===== src/hdl/smc_pkg.sv =====
package smc_pkg;

    localparam int WORD_BITS = 32;
    localparam int BIT_W     = 5;
    localparam int POS_W     = 18;

    typedef logic [WORD_BITS-1:0] word_t;

    localparam word_t WORD_MSB  = 32'h8000_0000;
    localparam word_t WORD_ZERO = 32'h0000_0000;

    localparam logic [2:0] CFG_KEY_COLOUR    = 3'd0;
    localparam logic [2:0] CFG_FIRST_WIDTH   = 3'd1;
    localparam logic [2:0] CFG_FIRST_HEIGHT  = 3'd2;
    localparam logic [2:0] CFG_SECOND_WIDTH  = 3'd3;
    localparam logic [2:0] CFG_SECOND_HEIGHT = 3'd4;

    typedef struct packed {
        word_t            ma;
        word_t            mb;
        word_t            nb;
        logic [BIT_W-1:0] skip_bits;
        logic             use_next;
    } word_op_t;

endpackage


===== src/hdl/smc_word_unit.sv =====
module smc_word_unit (
    input  smc_pkg::word_op_t op,
    output logic              hit
);

    smc_pkg::word_t aligned;
    smc_pkg::word_t spill;
    logic [smc_pkg::BIT_W:0] spill_shift;

    // a word lines up against b word; its tail meets the head of the next b word
    assign spill_shift = (smc_pkg::BIT_W + 1)'(smc_pkg::WORD_BITS) - {1'b0, op.skip_bits};
    assign aligned     = (op.ma >> op.skip_bits) & op.mb;
    assign spill       = op.use_next ? (op.ma & (op.nb >> spill_shift)) : smc_pkg::WORD_ZERO;
    assign hit         = |(aligned | spill);

endmodule

===== config.mk =====
export PLATFORM = sky130hd
export DESIGN_NAME = smc_word_unit
export DESIGN_NICKNAME = d
export VERILOG_FILES = /design/src/hdl/smc_pkg.sv /design/src/hdl/smc_word_unit.sv
export SDC_FILE = /design/constraint.sdc
export NUM_CORES = 1
export LEC_CHECK = 0
export BUFFER_PORTS_ARGS = -buffer_cell sky130_fd_sc_hd__buf_2
export CELL_PAD_IN_SITES_DETAIL_PLACEMENT = 0
export CELL_PAD_IN_SITES_GLOBAL_PLACEMENT = 1
export CORE_UTILIZATION = 39
export DETAILED_ROUTE_END_ITERATION = 7
export PLACE_DENSITY_LB_ADDON = 0.1
export SLEW_MARGIN = 0
export SYNTH_ARGS = -nofsm -noshare
export SYNTH_HDL_FRONTEND = slang
export SYNTH_SLANG_ARGS = --single-unit

===== constraint.sdc =====
create_clock -name vclk -period 7.8
set_clock_uncertainty 0.1 [all_clocks]
set_input_delay 2.34 -clock vclk [all_inputs]
set_output_delay 2.34 -clock vclk [all_outputs]
set_load 0.01 [all_outputs]

# [After elaboration in Yosys (flattened, before gate mapping)]
# Cells that the tools add are included.
[classes] n_addsub=1 shift=2 mux=1 bitwise_logic=3 reduce_logical=1
[op_table] cell="AND 32 bit" count=2
[op_table] cell="2-to-1 mux 32 bit" count=1
[op_table] cell="OR 32 bit" count=1
[op_table] cell="OR reduction 32 bit" count=1
[op_table] cell=">> shifter 32 x 5 -> 32 bit" count=1
[op_table] cell=">> shifter 32 x 6 -> 32 bit" count=1
[op_table] cell="subtractor 6 x 5 -> 6 bit (first input constant)" count=1
[word_totals] regBits=0 in_bits=102 out_inout_bits=1 wordCells=8

# [Logic depth before layout (Yosys ltp)]
[depth] depth_word=6 ltp_mapped=17 ltp_nobuf=10

# [Worst setup path after synthesis]
# OpenSTA, ideal clock, no wires.
[synth_timing] path_kind="input to output" start="in op[1] (netlist name)" end="out hit" arrival_ns=5.794 required_ns=5.360 setup_slack_ns=-0.434 cell_stages=14 n_path_buf=4 path_cell_list="buf_4 > buf_4 > inv_2 > buf_2 > buf_1 > ha_1 > xor2_1 > mux2_2 > mux2_2 > mux2_2 > o211ai_1 > o311ai_1 > nor4_1 > o211ai_1"
[synth_via] elab_chain_cells=6 elab_cells_between_ends=8 cone_classes="1 x add/sub; 2 x shift; 1 x mux; 3 x bitwise; 1 x reduce/logical"
[synth_lines] item="from (decl)" line="smc_word_unit.sv:2" text="input smc_pkg::word_op_t op,"
[synth_lines] item="subtractor 6 x 5 -> 6 bit" line="smc_word_unit.sv:11" text="assign spill_shift = (smc_pkg::BIT_W + 1)'(smc_pkg::WORD_BITS) - {1'b0, op.skip_bits};"
[synth_lines] item=">> shifter 32 x 6 -> 32 bit" line="smc_word_unit.sv:13" text="assign spill = op.use_next ? (op.ma & (op.nb >> spill_shift)) : smc_pkg::WORD_ZERO;"
[synth_lines] item="AND 32 bit" line="smc_word_unit.sv:13"
[synth_lines] item="2-to-1 mux 32 bit" line="smc_word_unit.sv:13"
[synth_lines] item="OR 32 bit (*)" line="smc_word_unit.sv:14" text="assign hit = |(aligned | spill);"
[synth_lines] item="OR reduction 32 bit (*)" line="smc_word_unit.sv:14"
[synth_lines] item="to (decl)" line="smc_word_unit.sv:3" text="output logic hit"
# Every way passes the cells marked *; elsewhere a longest branch is shown, timed or not.

# [Worst setup path after layout]
[layout_timing] start="in op[2] (netlist name)" end="out hit"
# The elaborated chain is that of the path after synthesis.

==> metrics.cfg <==
[outcome]
status=complete, no violations

[finish]
postLayoutCellArea_sq_um=5010
finalNetCount=655
seq_cells=0
stdcell_count=686
utilization_pct=48.3
diodes=0
clock_buffers=0
ff_latch_area_sq_um=0
fill_cells=1068
drive_above_1_share_pct=47.1
area.growth.synth_to_final_pct=20.0

[yosys]
synth_fa_ha_area_share_pct=0.300
netlist.area_leader.share_pct=34.0
synth-xor-area-share_pct=1.44
synth_top_family_by_area=multiplexers
yosys.area.top_type=mux4_2
synthMuxAreaShare_pct=55.2
synth_compound_area_share_pct=21.8
syn_avg_cell_area_sq_um=9.19
synth.distinct_cells=59
synth.net_count=557
syn_area_sq_um=4170
yosys.area_share.simple_pct=14.5
ys_seq_area_share_pct=0
netlist_instances=454
ys_warn_count=0
synth_area_leaders=mux4_2 34%, mux2_2 12%, mux2i_1 5.3%

[timing]
timing.hold.ws_ns=5.05
setup_slack_ns=0.136
tns_ns=0
slew_headroom_pct=59.5
rsz0062_at_grt=no
slew_viol_final=0
final_hold_viol_count=0
tightest_slew_ns=0.603
fmax_mhz=130
fin_crit_sh_pct=98.3
setup-violations-final=0
period_needed_ns=7.66

[setup_path]
crit_path_top_delay_cell=ha_4
crit_chain=buf_2 > inv_1 > ha_4 > buf_4 > mux2_2 > mux2_2 > mux2_2 > o211ai_1 > a21boi_0 > nand3b_1 > nor4_1 > o211ai_1 > buf_2
critical_path_class=input port to output pin
crit_path_end_kind=output pin
slowest_delay_ns=0.42
cp_max_fo=17
start_kind=input port
cpMostUsedCell=mux2_2
arrival_ns=5.22
required_ns=5.36

[power_and_ir_drop]
finalPower_mw=0.416
peakVddDrop_mv=0.0515
p_per_area_nw_per_um2=83.2
leakage_nw=2.01
intPower_mw=0.198
pwr-share-clk_pct=0
power_frac_comb_pct=100.0
swShare_pct=52.5
power_frac_seq_pct=0
p_sw_mw=0.219

[detailed_routing]
wl_um=16600
vias=4630
avgViaCountPerCell=6.75
drc_errors=0
post_drt_wl_per_cell_um=24.2
dr.pass1.iters=7
final_antenna_net_count=0
drt_iter0_drc=475

[floorplan]
core_area_sq_um=10400
initial_core_util_pct=40.2
ioPinCount=103
dieArea_sq_um=11100
dieWidth_um=105
die_h_um=105
rows=37

[global_routing]
grt_usage_pct=29.5
grt_max_degree=71
grt_pass1_wl_um=25800
antenna_found_initial=0
grt_pass1_vias=4384
overflow=0

[min_path]
worstHoldEndpoint=hit
hp-start=op[0]
holdPathStages=4
worst_hold_path_type=input port to output pin

[place]
preCtsSetupSlack_ns=0.0730
dpl.cell_count=677
hpwl_um=13100
placed_area_sq_um=4910
io_buffers=103
gp_congestion=0.921

[clock_tree]
hold_buffers=0

[job]
max_cap_violations=0

==> timing repair <==
action | in CTS | in global routing
setup buffers | 0 | 9
endpoints found under the setup margin | 0 | 1
gates resized for setup | 0 | 4
==> placed cells by master, fill, tap and decap left out, drive strengths merged, types with 9 or more instances in the layout <==
cell type and count:
a22oi 15, a21oi 19, mux2i 22, mux2 47
nor2 21, nand3 14, o21ai 13, o211ai 9
inv 17, buf 138, and3 9, mux4 68
a221oi 10, nand2 55
==> power groups by stage <==
stage / clock, mW / sequential (mW) / combinational, mW
after floorplan: 0 / 0 / 0.269
after global placement: 0 / 0 / 0.400
after detailed placement: 0 / 0 / 0.399
after CTS: 0 / 0 / 0.401
after global routing: 0 / 0 / 0.445
final: 0 / 0 / 0.416
==> logic make-up after synthesis <==
kind of cell | after synthesis
XOR/XNOR | 6
buffers and inverters | 59
adder cells (fa/ha/maj) | 1
multiplexers | 137
AO/OA/AOI/OAI | 123
AND/OR/NAND/NOR | 128
==> area by class of cell <==
class	instances	area, sq um	share of cell area (%)
inverter	17	63.8	1.27
multi-input combinational	395	3960	79.0
timing repair buffer	138	816	16.3
tap	136	170	3.40
==> cells in the mapped netlist (all sizes together), types with 3 or more instances <==
master and number:
and2 8, nand4 6, nor3 4, and3 9, a221o 3, o2111ai 4, clkbuf 15, nand2 55
mux2i 22, nor4 3, mux4 68, a21oi 19, xnor2 4, a32oi 3, nand3 14, a221oi 10
a222oi 5, o211ai 9, mux2 47, a2111oi 3, nor2b 4, a211oi 6, nor2 21, a31oi 8
buf 27, o221ai 3, inv 17, a22oi 15, o21ai 13
==> worst max path at each step <==
stage / depth (start not counted) / start / to / slack, ns
global route: 12 / op[2] / hit / 0.01
finish: 13 / op[2] / hit / 0.14
detailed placement: 12 / op[2] / hit / 0.07
floorplan: 16 / op[1] / hit / 0.04
global placement: 12 / op[2] / hit / 0.11
CTS: 12 / op[2] / hit / 0.06
==> layer usage <==
metal	wire length, um	up-vias	global-route usage, %
met2	7190	240	43.8
met5	0	-	0
met3	1440	10	2.35
met1	7850	2295	48.0
li1	-	2085	-
met4	141	0	1.71
==> worst max-delay path, delay by kind of cell <==
kind	cells	cell delay, ns
AO/OA/AOI/OAI	3	0.55
AND/OR/NAND/NOR	2	0.44
buffers and inverters	4	0.53
multiplexers	3	0.93
adder cells (fa/ha/maj)	1	0.42
Power figures use the tool's default switching activity.
